[config.mk]
export PLATFORM = sky130hd
export DESIGN_NAME = midi_track_event_decoder
export DESIGN_NICKNAME = d
export VERILOG_FILES = /design/src/hw/rtl/mted_pkg.sv /design/src/hw/rtl/midi_track_event_decoder.sv
export SDC_FILE = /design/constraint.sdc
export NUM_CORES = 2
export LEC_CHECK = 0
export BUFFER_PORTS_ARGS = -buffer_cell sky130_fd_sc_hd__buf_2
export CAP_MARGIN = 0
export CELL_PAD_IN_SITES_DETAIL_PLACEMENT = 2
export CELL_PAD_IN_SITES_GLOBAL_PLACEMENT = 2
export CORE_MARGIN = 5
export CORE_UTILIZATION = 40
export DETAILED_ROUTE_END_ITERATION = 12
export PLACE_DENSITY_LB_ADDON = 0.12
export SETUP_SLACK_MARGIN = 0.02
export SLEW_MARGIN = 5
export SYNTH_ARGS = -nofsm -noshare
export SYNTH_HDL_FRONTEND = slang
export SYNTH_SLANG_ARGS = --single-unit
[constraint.sdc]
create_clock -name clk -period 12.95 [get_ports clk]
set_input_delay 1.9425 -clock clk [delete_from_list [all_inputs] [get_ports clk]]
set_output_delay 1.9425 -clock clk [all_outputs]
set_load 0.05 [all_outputs]
[src/hw/rtl/mted_pkg.sv]
// Shared types and constants for the MIDI track event decoder.
package mted_pkg;

  // Default sizes
  localparam int TRACK_COUNT_DEF = 16;
  localparam int LENGTH_BITS_DEF = 28;

  // Fixed field widths
  localparam int TRACK_W  = 4;
  localparam int VALUE_W  = 28;
  localparam int TEMPO_W  = 24;
  localparam int CFG_IDX_W = 1;

  // Configuration register indexes
  localparam logic [CFG_IDX_W-1:0] REG_NOTE_TRANSPOSE = 1'b0;
  localparam logic [CFG_IDX_W-1:0] REG_VOLUME_SCALE   = 1'b1;

  localparam logic [7:0] TRANSPOSE_RST = 8'd0;
  localparam logic [7:0] SCALE_RST     = 8'd128;

  // Per-track parser phase
  typedef enum logic [3:0] {
    PH_DELTA    = 4'd0,
    PH_STATUS   = 4'd1,
    PH_DATA1    = 4'd2,
    PH_DATA2    = 4'd3,
    PH_SYSLEN   = 4'd4,
    PH_SYSDATA  = 4'd5,
    PH_METATYPE = 4'd6,
    PH_METALEN  = 4'd7,
    PH_TEMPO    = 4'd8,
    PH_SKIP     = 4'd9,
    PH_ENDED    = 4'd10
  } phase_t;

  // Event kinds
  localparam logic [2:0] KIND_DELTA   = 3'd0;
  localparam logic [2:0] KIND_CHANNEL = 3'd1;
  localparam logic [2:0] KIND_SYSEX   = 3'd2;
  localparam logic [2:0] KIND_SYSBYTE = 3'd3;
  localparam logic [2:0] KIND_TEMPO   = 3'd4;
  localparam logic [2:0] KIND_END     = 3'd5;

  // Loop marks
  localparam logic [1:0] LOOP_NONE  = 2'd0;
  localparam logic [1:0] LOOP_START = 2'd1;
  localparam logic [1:0] LOOP_END   = 2'd2;

  // Status and meta codes
  localparam logic [7:0] ST_SYSEX   = 8'hF0;
  localparam logic [7:0] ST_META    = 8'hFF;
  localparam logic [3:0] TYPE_NOTE_OFF = 4'h8;
  localparam logic [3:0] TYPE_NOTE_ON  = 4'h9;
  localparam logic [3:0] TYPE_CTRL     = 4'hB;
  localparam logic [3:0] TYPE_PROGRAM  = 4'hC;
  localparam logic [3:0] TYPE_PRESSURE = 4'hD;
  localparam logic [3:0] TYPE_SYSTEM   = 4'hF;
  localparam logic [7:0] META_END   = 8'h2F;
  localparam logic [7:0] META_TEMPO = 8'h51;
  localparam logic [7:0] CTRL_VOLUME = 8'd7;
  localparam logic [7:0] CTRL_BREATH = 8'd2;
  localparam logic [7:0] CTRL_FOOT   = 8'd4;
  localparam logic [8:0] VOL_MAX     = 9'd127;

endpackage

[src/hw/rtl/midi_track_event_decoder.sv]
// MIDI track event decoder: per-track parser records, one byte word per cycle unless stalled.
//
// Bytes of standard MIDI file track data come in one word per cycle, each
// tagged with a track number, and every track keeps its own parser record
// (phase, running status, variable-length accumulator, byte count, meta type,
// held data byte, tempo shift register) in a small register file. A word is
// taken into an input register; from there the record of its track is
// read, updated by a short decode and written back, and any event lands in
// the output register. Throughput is one word per cycle with no gaps while
// the output is not stalled, even when consecutive words hit the same track,
// since each record write lands before the next word's read; the result word
// reaches the master side through the input register and the output
// register. Words that finish nothing (most
// length bytes, meta bytes, skipped meta data, restarts, track numbers at or
// beyond TRACK_COUNT) give no result word. The input side keeps accepting
// while a result waits, as long as the output register is free or drained in
// the same cycle. Events: delta time, channel message (notes transposed by
// note_transpose mod 256, controller 7 scaled by volume_scale/128 and
// clamped to 127, controllers 2 and 4 flagged as loop start and end), sysex
// start with length, sysex data bytes (tlast on the final one), tempo in
// microseconds per quarter note, and end of track; after end of track a
// track ignores data until restarted with tuser set. Reset clears every
// record at once; there is no clearing pass. Configuration writes are always
// accepted and should only be issued while the decoder is idle.
module midi_track_event_decoder #(
  parameter int TRACK_COUNT = mted_pkg::TRACK_COUNT_DEF,
  parameter int LENGTH_BITS = mted_pkg::LENGTH_BITS_DEF
) (
  input  logic        clk,
  input  logic        rst,
  // input words
  input  logic        s_tvalid,
  output logic        s_tready,
  input  logic [15:0] s_tdata,   // track_index[3:0], data_byte[11:4], zero pad
  input  logic        s_tuser,   // action: 1 restarts the track
  // result words
  output logic        m_tvalid,
  input  logic        m_tready,
  output logic [63:0] m_tdata,   // event_track[3:0], status_out[11:4],
                                 // first_data[19:12], second_data[27:20],
                                 // value_out[55:28], loop_mark[57:56], zero pad
  output logic [2:0]  m_tuser,   // event_kind
  output logic        m_tlast,   // last_byte
  // configuration writes
  input  logic        cfg_valid,
  output logic        cfg_ready,
  input  logic [mted_pkg::CFG_IDX_W-1:0] cfg_index,
  input  logic [7:0]  cfg_data
);

  localparam int TRK_W = (TRACK_COUNT > 1) ? $clog2(TRACK_COUNT) : 1;
  localparam int LB    = LENGTH_BITS;
  localparam logic [6:0] TRACK_LIMIT = 7'(TRACK_COUNT);

  // Configuration registers
  logic [7:0] transpose_q;
  logic [7:0] scale_q;

  assign cfg_ready = 1'b1;

  always_ff @(posedge clk) begin
    if (rst) begin
      transpose_q <= mted_pkg::TRANSPOSE_RST;
      scale_q     <= mted_pkg::SCALE_RST;
    end else if (cfg_valid && cfg_ready) begin
      unique case (cfg_index)
        mted_pkg::REG_NOTE_TRANSPOSE: transpose_q <= cfg_data;
        mted_pkg::REG_VOLUME_SCALE:   scale_q     <= cfg_data;
        default: ;
      endcase
    end
  end

  // Input register
  logic                       a_valid;
  logic                       a_action;
  logic [mted_pkg::TRACK_W-1:0] a_track;
  logic [7:0]                 a_byte;

  // Output register
  logic        out_valid;
  logic [2:0]  out_kind;
  logic [3:0]  out_track;
  logic [7:0]  out_status;
  logic [7:0]  out_first;
  logic [7:0]  out_second;
  logic [mted_pkg::VALUE_W-1:0] out_value;
  logic [1:0]  out_loop;
  logic        out_last;

  logic take;   // output register can load this cycle
  logic adv;    // input register word is processed this cycle

  assign take     = !out_valid || m_tready;
  assign adv      = a_valid && take;
  assign s_tready = !a_valid || take;

  always_ff @(posedge clk) begin
    if (rst) begin
      a_valid <= 1'b0;
    end else if (s_tready) begin
      a_valid <= s_tvalid;
    end
  end

  always_ff @(posedge clk) begin
    if (s_tready && s_tvalid) begin
      a_action <= s_tuser;
      a_track  <= s_tdata[3:0];
      a_byte   <= s_tdata[11:4];
    end
  end

  // Per-track parser records
  mted_pkg::phase_t    ph_q    [TRACK_COUNT];
  logic [7:0]          rs_q    [TRACK_COUNT];
  logic [LB-1:0]       len_q   [TRACK_COUNT];
  logic [LB-1:0]       rem_q   [TRACK_COUNT];
  logic [7:0]          meta_q  [TRACK_COUNT];
  logic [7:0]          first_q [TRACK_COUNT];
  logic [mted_pkg::TEMPO_W-1:0] tempo_q [TRACK_COUNT];

  logic [TRK_W-1:0] tidx;
  logic             in_range;

  assign tidx     = TRK_W'(a_track);
  assign in_range = (7'(a_track) < TRACK_LIMIT);

  // Current record
  mted_pkg::phase_t cur_ph;
  logic [7:0]    cur_rs;
  logic [LB-1:0] cur_len;
  logic [LB-1:0] cur_rem;
  logic [7:0]    cur_meta;
  logic [7:0]    cur_first;
  logic [mted_pkg::TEMPO_W-1:0] cur_tempo;

  // Decode after status handling
  mted_pkg::phase_t eff_ph;
  logic [7:0]    eff_rs;
  logic [LB-1:0] eff_len;
  logic [7:0]    sel_st;
  logic          feed;
  logic [LB-1:0] acc;
  logic          vlq_done;
  logic          acc_zero;
  logic [LB-1:0] rem_dec;
  logic          rem_done;
  logic [mted_pkg::TEMPO_W-1:0] tempo_new;
  logic          one_byte;

  // Channel message fields
  logic [7:0]  ch_d1_in;
  logic [7:0]  ch_d2_in;
  logic [7:0]  ch_d1;
  logic [7:0]  ch_d2;
  logic [1:0]  ch_loop;
  logic [15:0] vol_prod;
  logic [8:0]  vol_q;

  always_comb begin : decode_blk
    cur_ph    = ph_q[tidx];
    cur_rs    = rs_q[tidx];
    cur_len   = len_q[tidx];
    cur_rem   = rem_q[tidx];
    cur_meta  = meta_q[tidx];
    cur_first = first_q[tidx];
    cur_tempo = tempo_q[tidx];

    feed    = !a_action;
    eff_ph  = cur_ph;
    eff_rs  = cur_rs;
    eff_len = cur_len;
    sel_st  = a_byte[7] ? a_byte : cur_rs;

    // Status position: a status byte is taken; a data byte reruns under
    // running status as the first byte of the selected event.
    if (!a_action && cur_ph == mted_pkg::PH_STATUS) begin
      feed    = !a_byte[7];
      eff_len = '0;
      if (sel_st == mted_pkg::ST_META) begin
        eff_ph = mted_pkg::PH_METATYPE;
      end else begin
        eff_rs = sel_st;
        if (sel_st == mted_pkg::ST_SYSEX) begin
          eff_ph = mted_pkg::PH_SYSLEN;
        end else if (sel_st[7] && sel_st[7:4] != mted_pkg::TYPE_SYSTEM) begin
          eff_ph = mted_pkg::PH_DATA1;
        end else begin
          eff_ph = mted_pkg::PH_DELTA;
        end
      end
    end

    acc       = LB'({eff_len, a_byte[6:0]});
    vlq_done  = !a_byte[7];
    acc_zero  = (acc == '0);
    rem_dec   = cur_rem - LB'(1);
    rem_done  = (rem_dec == '0);
    tempo_new = {cur_tempo[15:0], a_byte};
    one_byte  = (eff_rs[7:4] == mted_pkg::TYPE_PROGRAM) ||
                (eff_rs[7:4] == mted_pkg::TYPE_PRESSURE);
  end

  always_comb begin : channel_blk
    ch_d1_in = (eff_ph == mted_pkg::PH_DATA2) ? cur_first : a_byte;
    ch_d2_in = (eff_ph == mted_pkg::PH_DATA2) ? a_byte : 8'd0;
    vol_prod = 16'(ch_d2_in) * 16'(scale_q);
    vol_q    = vol_prod[15:7];
    ch_d1    = ch_d1_in;
    ch_d2    = ch_d2_in;
    ch_loop  = mted_pkg::LOOP_NONE;
    if (eff_rs[7:4] == mted_pkg::TYPE_NOTE_OFF || eff_rs[7:4] == mted_pkg::TYPE_NOTE_ON) begin
      ch_d1 = ch_d1_in + transpose_q;
    end
    if (eff_rs[7:4] == mted_pkg::TYPE_CTRL) begin
      if (ch_d1_in == mted_pkg::CTRL_VOLUME) begin
        ch_d2 = (vol_q > mted_pkg::VOL_MAX) ? 8'(mted_pkg::VOL_MAX) : 8'(vol_q);
      end else if (ch_d1_in == mted_pkg::CTRL_BREATH) begin
        ch_loop = mted_pkg::LOOP_START;
      end else if (ch_d1_in == mted_pkg::CTRL_FOOT) begin
        ch_loop = mted_pkg::LOOP_END;
      end
    end
  end

  // Next record
  mted_pkg::phase_t n_ph;
  logic [7:0]    n_rs;
  logic [LB-1:0] n_len;
  logic [LB-1:0] n_rem;
  logic [7:0]    n_meta;
  logic [7:0]    n_first;
  logic [mted_pkg::TEMPO_W-1:0] n_tempo;
  logic          meta_finish;

  always_comb begin : next_state_blk
    n_ph        = eff_ph;
    n_rs        = eff_rs;
    n_len       = eff_len;
    n_rem       = cur_rem;
    n_meta      = cur_meta;
    n_first     = cur_first;
    n_tempo     = cur_tempo;
    meta_finish = 1'b0;

    if (a_action) begin
      n_ph    = mted_pkg::PH_DELTA;
      n_rs    = cur_rs;
      n_len   = '0;
      n_rem   = '0;
      n_tempo = '0;
    end else if (feed) begin
      unique case (eff_ph)
        mted_pkg::PH_DELTA: begin
          n_len = acc;
          if (vlq_done) begin
            n_len = '0;
            n_ph  = mted_pkg::PH_STATUS;
          end
        end
        mted_pkg::PH_DATA1: begin
          if (one_byte) begin
            n_ph  = mted_pkg::PH_DELTA;
            n_len = '0;
          end else begin
            n_first = a_byte;
            n_ph    = mted_pkg::PH_DATA2;
          end
        end
        mted_pkg::PH_DATA2: begin
          n_ph  = mted_pkg::PH_DELTA;
          n_len = '0;
        end
        mted_pkg::PH_SYSLEN: begin
          n_len = acc;
          if (vlq_done) begin
            n_len = '0;
            n_rem = acc;
            n_ph  = acc_zero ? mted_pkg::PH_DELTA : mted_pkg::PH_SYSDATA;
          end
        end
        mted_pkg::PH_SYSDATA: begin
          n_rem = rem_dec;
          if (rem_done) begin
            n_ph  = mted_pkg::PH_DELTA;
            n_len = '0;
          end
        end
        mted_pkg::PH_METATYPE: begin
          n_meta = a_byte;
          n_len  = '0;
          n_ph   = mted_pkg::PH_METALEN;
        end
        mted_pkg::PH_METALEN: begin
          n_len = acc;
          if (vlq_done) begin
            n_len = '0;
            if (cur_meta == mted_pkg::META_END) begin
              n_ph = mted_pkg::PH_ENDED;
            end else begin
              n_rem = acc;
              if (cur_meta == mted_pkg::META_TEMPO) begin
                n_tempo = '0;
                if (acc_zero) meta_finish = 1'b1;
                else          n_ph = mted_pkg::PH_TEMPO;
              end else begin
                if (acc_zero) meta_finish = 1'b1;
                else          n_ph = mted_pkg::PH_SKIP;
              end
            end
          end
        end
        mted_pkg::PH_TEMPO: begin
          n_tempo = tempo_new;
          n_rem   = rem_dec;
          meta_finish = rem_done;
        end
        mted_pkg::PH_SKIP: begin
          n_rem       = rem_dec;
          meta_finish = rem_done;
        end
        default: ;
      endcase
      // completed meta event: 0xFF becomes running status
      if (meta_finish) begin
        n_rs  = mted_pkg::ST_META;
        n_ph  = mted_pkg::PH_DELTA;
        n_len = '0;
      end
    end
  end

  // Result of this word
  logic        res_emit;
  logic [2:0]  res_kind;
  logic [7:0]  res_status;
  logic [7:0]  res_first;
  logic [7:0]  res_second;
  logic [mted_pkg::VALUE_W-1:0] res_value;
  logic [1:0]  res_loop;
  logic        res_last;

  always_comb begin : output_blk
    res_emit   = 1'b0;
    res_kind   = mted_pkg::KIND_DELTA;
    res_status = 8'd0;
    res_first  = 8'd0;
    res_second = 8'd0;
    res_value  = '0;
    res_loop   = mted_pkg::LOOP_NONE;
    res_last   = 1'b0;
    if (in_range && feed) begin
      unique case (eff_ph) inside
        mted_pkg::PH_DELTA: begin
          res_emit  = vlq_done;
          res_value = mted_pkg::VALUE_W'(acc);
        end
        mted_pkg::PH_DATA1, mted_pkg::PH_DATA2: begin
          res_emit   = (eff_ph == mted_pkg::PH_DATA2) || one_byte;
          res_kind   = mted_pkg::KIND_CHANNEL;
          res_status = eff_rs;
          res_first  = ch_d1;
          res_second = ch_d2;
          res_loop   = ch_loop;
        end
        mted_pkg::PH_SYSLEN: begin
          res_emit   = vlq_done;
          res_kind   = mted_pkg::KIND_SYSEX;
          res_status = mted_pkg::ST_SYSEX;
          res_value  = mted_pkg::VALUE_W'(acc);
        end
        mted_pkg::PH_SYSDATA: begin
          res_emit   = 1'b1;
          res_kind   = mted_pkg::KIND_SYSBYTE;
          res_status = mted_pkg::ST_SYSEX;
          res_first  = a_byte;
          res_last   = rem_done;
        end
        mted_pkg::PH_METALEN: begin
          res_status = mted_pkg::ST_META;
          if (vlq_done && cur_meta == mted_pkg::META_END) begin
            res_emit = 1'b1;
            res_kind = mted_pkg::KIND_END;
          end else if (vlq_done && cur_meta == mted_pkg::META_TEMPO && acc_zero) begin
            res_emit = 1'b1;
            res_kind = mted_pkg::KIND_TEMPO;
          end
        end
        mted_pkg::PH_TEMPO: begin
          res_emit   = rem_done;
          res_kind   = mted_pkg::KIND_TEMPO;
          res_status = mted_pkg::ST_META;
          res_value  = mted_pkg::VALUE_W'(tempo_new);
        end
        default: ;
      endcase
    end
  end

  // Record write-back
  always_ff @(posedge clk) begin
    if (rst) begin
      for (int i = 0; i < TRACK_COUNT; i++) begin
        ph_q[i]    <= mted_pkg::PH_DELTA;
        rs_q[i]    <= '0;
        len_q[i]   <= '0;
        rem_q[i]   <= '0;
        meta_q[i]  <= '0;
        first_q[i] <= '0;
        tempo_q[i] <= '0;
      end
    end else if (adv && in_range) begin
      ph_q[tidx]    <= n_ph;
      rs_q[tidx]    <= n_rs;
      len_q[tidx]   <= n_len;
      rem_q[tidx]   <= n_rem;
      meta_q[tidx]  <= n_meta;
      first_q[tidx] <= n_first;
      tempo_q[tidx] <= n_tempo;
    end
  end

  // Output register
  always_ff @(posedge clk) begin
    if (rst) begin
      out_valid <= 1'b0;
    end else if (take) begin
      out_valid <= a_valid && res_emit;
    end
  end

  always_ff @(posedge clk) begin
    if (adv && res_emit) begin
      out_kind   <= res_kind;
      out_track  <= a_track;
      out_status <= res_status;
      out_first  <= res_first;
      out_second <= res_second;
      out_value  <= res_value;
      out_loop   <= res_loop;
      out_last   <= res_last;
    end
  end

  assign m_tvalid = out_valid;
  assign m_tuser  = out_kind;
  assign m_tlast  = out_last;
  assign m_tdata  = {6'd0, out_loop, out_value, out_second, out_first, out_status, out_track};

  // Checks
  a_rst_clears: assert property (@(posedge clk) rst |=> !a_valid && !m_tvalid)
    else $error("valid flags not cleared by reset");

  a_last_sysbyte: assert property (@(posedge clk) disable iff (rst)
    m_tvalid && m_tlast |-> m_tuser == mted_pkg::KIND_SYSBYTE)
    else $error("last flag on a non-sysex word");

  a_loop_ctrl: assert property (@(posedge clk) disable iff (rst)
    m_tvalid && m_tdata[57:56] != mted_pkg::LOOP_NONE |->
      m_tuser == mted_pkg::KIND_CHANNEL && m_tdata[11:8] == mted_pkg::TYPE_CTRL)
    else $error("loop mark outside a controller message");

  a_vol_clamp: assert property (@(posedge clk) disable iff (rst)
    m_tvalid && m_tuser == mted_pkg::KIND_CHANNEL && m_tdata[11:8] == mted_pkg::TYPE_CTRL
      && m_tdata[19:12] == mted_pkg::CTRL_VOLUME |-> !m_tdata[27])
    else $error("scaled volume above 127");

  a_no_accept_full: assert property (@(posedge clk) disable iff (rst)
    a_valid && out_valid && !m_tready |=> $stable(a_byte) && a_valid)
    else $error("input register overwritten while stalled");

endmodule

* Word-level counts from Yosys, hierarchy flattened
Memory sizes are Yosys's and may differ from the RTL's. A register that Yosys moved wholly into a read port is not among the register bits.
Cells that the tools add are included.
** Storage, ports and cells
- Logic and storage cells :: 204
- Memories kept :: 7
- Input bits :: 31
- Output and inout port bits :: 71
- Memory bits (writable) :: 1728
- Register bits :: 93
** Operators by class
- Multipliers :: 1
- Reduce and logical (&&, ||, !) cells :: 42
- $add $sub $neg :: 2
- Bitwise logic cells :: 4
- Multiplexer cells :: 109
- Equal/unequal tests :: 22
- Magnitude comparators :: 1
** Memories
- len_q :: words 16, width 28, rd ports 1, clocked after memory_dff 1, wr ports 16, RTL line midi_track_event_decoder.sv:117 : logic [LB-1:0] len_q [TRACK_COUNT];
- rem_q :: words 16, width 28, rd ports 1, clocked after memory_dff 1, wr ports 16, RTL line midi_track_event_decoder.sv:118 : logic [LB-1:0] rem_q [TRACK_COUNT];
- tempo_q :: words 16, width 24, rd ports 1, clocked after memory_dff 1, wr ports 16, RTL line midi_track_event_decoder.sv:121 : logic [mted_pkg::TEMPO_W-1:0] tempo_q [TRACK_COUNT];
- first_q :: words 16, width 8, rd ports 1, clocked after memory_dff 1, wr ports 16, RTL line midi_track_event_decoder.sv:120 : logic [7:0] first_q [TRACK_COUNT];
- meta_q :: words 16, width 8, rd ports 1, clocked after memory_dff 1, wr ports 16, RTL line midi_track_event_decoder.sv:119 : logic [7:0] meta_q [TRACK_COUNT];
- rs_q :: words 16, width 8, rd ports 1, clocked after memory_dff 1, wr ports 16, RTL line midi_track_event_decoder.sv:116 : logic [7:0] rs_q [TRACK_COUNT];
- 1 more memories
** Operators by type and width (number)
- 28-bit two-way mux :: 14
- 8-bit two-way mux :: 22
- 24-bit two-way mux :: 6
- 4-bit two-way mux :: 29
- 28-bit case mux with 4 select lines :: 1
- 28-bit case mux with 3 select lines :: 1
- 28-bit logical NOT :: 2
- 28-bit case mux with 2 select lines :: 1
- 28-bit OR reduction :: 2
- 24-bit case mux with 2 select lines :: 1
- 4-bit == test, second input constant :: 7
- 4-bit case mux with 7 select lines :: 1
- 28-bit by 1-bit subtractor with 28-bit output, second input constant :: 1
- 8-bit case mux with 3 select lines :: 1
- 24-bit OR reduction :: 1
- 8-bit OR reduction :: 3
- 1-bit two-way mux :: 22
- 4-bit by 3-bit == test with 1-bit output, second input constant :: 4
- 8-bit by 3-bit == test with 1-bit output, second input constant :: 2
- 8-bit == test, second input constant :: 2
- 8-bit by 8-bit multiplier with 16-bit output :: 1
- 8-bit case mux with 2 select lines :: 1
- 3-bit case mux with 5 select lines :: 1
- 2-bit OR reduction :: 6
- other kinds (21) :: 49

* Logic depth before layout (Yosys ltp)
- Depth in word-level cells :: 16
- Depth in mapped cells :: 36
- Mapped depth without buffers :: 26

* Worst setup path after synthesis
OpenSTA, ideal clock, no wires.
- Kind :: register to register
- Start :: register (tool-made name)
- End :: register out_last, in the netlist m_tlast (enable)
- Period minus slack after synthesis :: 9.050 ns
- Data required time :: 12.392 ns
- Data arrival time :: 8.492 ns
- Buffers on the path :: 4
- Setup time :: 0.558 ns
- Setup slack :: 3.900 ns
- Cell stages (with the launch flop) :: 20
- Path through :: dfxtp_1 > buf_6 > buf_8 > buf_4 > mux4_2 > nand2_1 > nand4_1 > inv_1 > ha_1 > buf_2 > inv_1 > nor4_1 > nor2_1 > or4b_2 > a211oi_1 > nor2_1 > nor3_1 > o211ai_1 > o21a_1 > nor3_1
** RTL lines
- end signal: assignment :: RTL line midi_track_event_decoder.sv:442 : out_last <= res_last;
- end: declaration :: RTL line midi_track_event_decoder.sv:89 : logic out_last;

==> qor.yml <==
routing:
  route.detailed.drc: 0
  num_vias: 52113
  firstDrtPassIters: 5
  post_drt_wl_per_cell_um: 39.7
  postRouteAntennaNets: 0
  viasPerCell: 6.56
  drt_iter0_markers: 6582
  postRouteWirelength_um: 316000
cells_and_area:
  final-seq-area_mm2: 0.0474
  fillCellCount: 18059
  final_common_cell: "edfxtp_1"
  multi_input_area_mm2: 0.0258
  drive_gt1_share_pct: 24.3
  syn2layout_area_growth_pct: 11.3
  layout_common_cells: "edfxtp_1, nor2_1, o22ai_1"
  nets: 5406
  utilization_pct: 44.8
clocking:
  postCtsSetupBuffers: 0
  clk_latency_ns: 0.85
  cts_tree: "done"
  clockRootBuffer: "clkbuf_16"
  numCtsBuffers: 180
  cts_sinks: 1585
  clockBufferDepth: 3
  htree_num_levels: 4
  clk_pin_slew_ns: 0.06
  cts-resized-gates: 0
  hold_buffers: 0
logic_synthesis:
  synth_top_area_share_pct: 62.0
  synth_top_family_by_area: "multiplexers"
  synth_top_cell_by_area: "edfxtp_1"
  yosys.area_share.simple_pct: 10.6
  synthCells: 5328
  synth_compound_area_share_pct: 7.90
  syn_area_mm2: 0.0757
  synth.area.top_cells: "edfxtp_1, mux4_2, nor2_1, o22ai_1, nor2_2"
  synth-seq-cells: 1585
  synthFlopType: "edfxtp_1"
  ys_warn_count: 0
  synthArstFlopShare_pct: 0
  ys_types: 109
  synth-edff-count: 1563
  synthXorXnorAreaFrac_pct: 0.243
  syn_avg_cell_area_um2: 14.2
  synth_mux_area_share_pct: 13.1
  ys_seq_area_share_pct: 62.6
  yosys.area_share.adder_pct: 1.65
sta:
  setup_viol: 0
  timing.fmax_mhz: 110
  clock-skew-final_ns: 0.0460
  finalCritPeriodShare_pct: 70.3
  slew_headroom_pct: 9.02
  fin_crit_ns: 9.11
  whs_ns: 0.519
  tightest_slew_ns: 1.36
  rsz0062_at_grt: "no"
  fin_setup_tns_ns: 0
  hold_violations: 0
  slew_violations: 0
floorplan:
  die_y_um: 445
  fp.dieW_um: 445
  num_rows: 159
  die-area_mm2: 0.198
  core_area_mm2: 0.188
  ioPinCount: 102
  initial_core_util_pct: 40.3
pwr:
  ir_worst_vdd_mv: 0.117
  leakage_nw: 29.0
  power_mw: 12.9
  power.density_mw_per_mm2: 153
grt:
  antenna_found_initial: 13
  grt_pass1_wl_um: 437000
  overflow: 0
  gr-usage-all-layers_pct: 31.4
  grt_max_degree: 91
  first_global_vias: 54723
critical_path:
  critPathKind: "reg -> reg"
  cp_max_fo: 38
  crit_required_ns: 13.51
  startpoint_type: "register"
  cp-end-kind: "register"
  cp.arrival_ns: 9.67
placement:
  dp_hpwl_um: 184000
  io_buffers: 90
  gp_congestion: 0.867
outcome:
  status: "complete, no violations"
hold_path:
  hold_class: "reg -> reg"
job:
  drv_cap: 0
[power by group]
part	switching, mW	internal, mW	total, mW
registers	0.0806	5.82	5.90
logic	1.43	0.524	1.95
clock network	2.18	2.87	5.05
total	3.69	9.21	12.9
[cells in the mapped netlist, drive strengths merged, types with 9 or more instances]
library cell and instances:
a21oi 86, or3 11, nand2b 28, mux2i 120, a21o 14, nand3 64, a221oi 16, mux2 27
ha 42, nand2 160, a22oi 125, o21ai 56, mux4 372, fa 36, xnor2 13, or2 22
inv 63, a211oi 21, o211ai 11, and3 60, buf 249, nor2 1164, and2 44, edfxtp 1563
dfxtp 22, o31ai 9, a22o 23, nor4 21, nor3 61, nor2b 19, or4 9, nand4 18
clkbuf 268, o22ai 394
[state kept, by name (all words and copies together) (netlist names), 2 cells and up, named ones only]
register     flops
rem_q          448
m_tuser          3
out_loop         2
scale_q          8
ph_q            64
out_second       8
out_first        8
out_value       28
meta_q         128
len_q          336
out_status       8
rs_q           128
out_track        4
first_q        128
transpose_q      8
a_track          4
a_byte           8
tempo_q        256
[area by class of cell]
cell class | instances | share of cell area, %
inverters | 65 | 0.293
diodes | 9 | 0.0267
well taps | 2495 | 3.71
multi-input cells | 3166 | 30.6
clock buffers | 231 | 5.66
flip-flops and latches | 1585 | 56.3
repair buffers | 299 | 2.43
clock inverters | 93 | 1.02
[worst max-delay path: stages, from the launching register on]
cell and delay (ns):
dfxtp_4 0.60, buf_4 0.60, nor2b_1 0.90, a221oi_1 0.28, or3b_2 0.53, and2_1 0.33
nand2_1 0.36, nor2_4 0.20, buf_4 0.31, and3_1 0.26, fa_1 0.45, fa_1 0.47
fa_1 0.55, inv_1 0.05, fa_1 0.48, inv_1 0.04, ha_1 0.36, a21o_1 0.22
a21o_1 0.17, a21oi_1 0.13, o21ai_0 0.09, a21oi_1 0.15, o221ai_1 0.25, mux2i_1 0.19
o22ai_1 0.22, nand2_1 0.23, o221a_2 0.33
[path summary, 6_finish.rpt]
kind | from | end | depth (start not counted) | slack, ns
worst min register to register | transpose_q[0] | transpose_q[0] | 2 | 0.52
worst max-delay path | register | out_second[3] | 26 | 3.84
worst min-delay path | transpose_q[0] | transpose_q[0] | 2 | 0.52
worst max register to register | register | out_second[3] | 26 | 3.84
[per-layer routing]
| metal | wire, µm | global-route usage (%) |
|---|---|---|
| met4 | 12800 | 11.5 |
| met1 | 126000 | 42.5 |
| met3 | 28500 | 5.97 |
| met5 | 0 | 0 |
| met2 | 148000 | 50.7 |
[logic make-up after synthesis]
kind of cell             Yosys count
AND/OR/NAND/NOR                 1709
flip-flops                      1585
AO/OA/AOI/OAI                    832
buffers and inverters            582
multiplexers                     519
adder cells (fa/ha/maj)           78
XOR/XNOR                          21
other                              2
[stage by stage]
stage               setup slack, ns  area (µm²)  instances
floorplan                      3.90       75700       5333
detailed placement             3.79       78600       7608
finish                         3.84       84200       7943
global route                   3.23       84200       7935
global placement               3.79       78600       7608
CTS                            3.76       84200       7932
(Power assumes the default switching activity.)
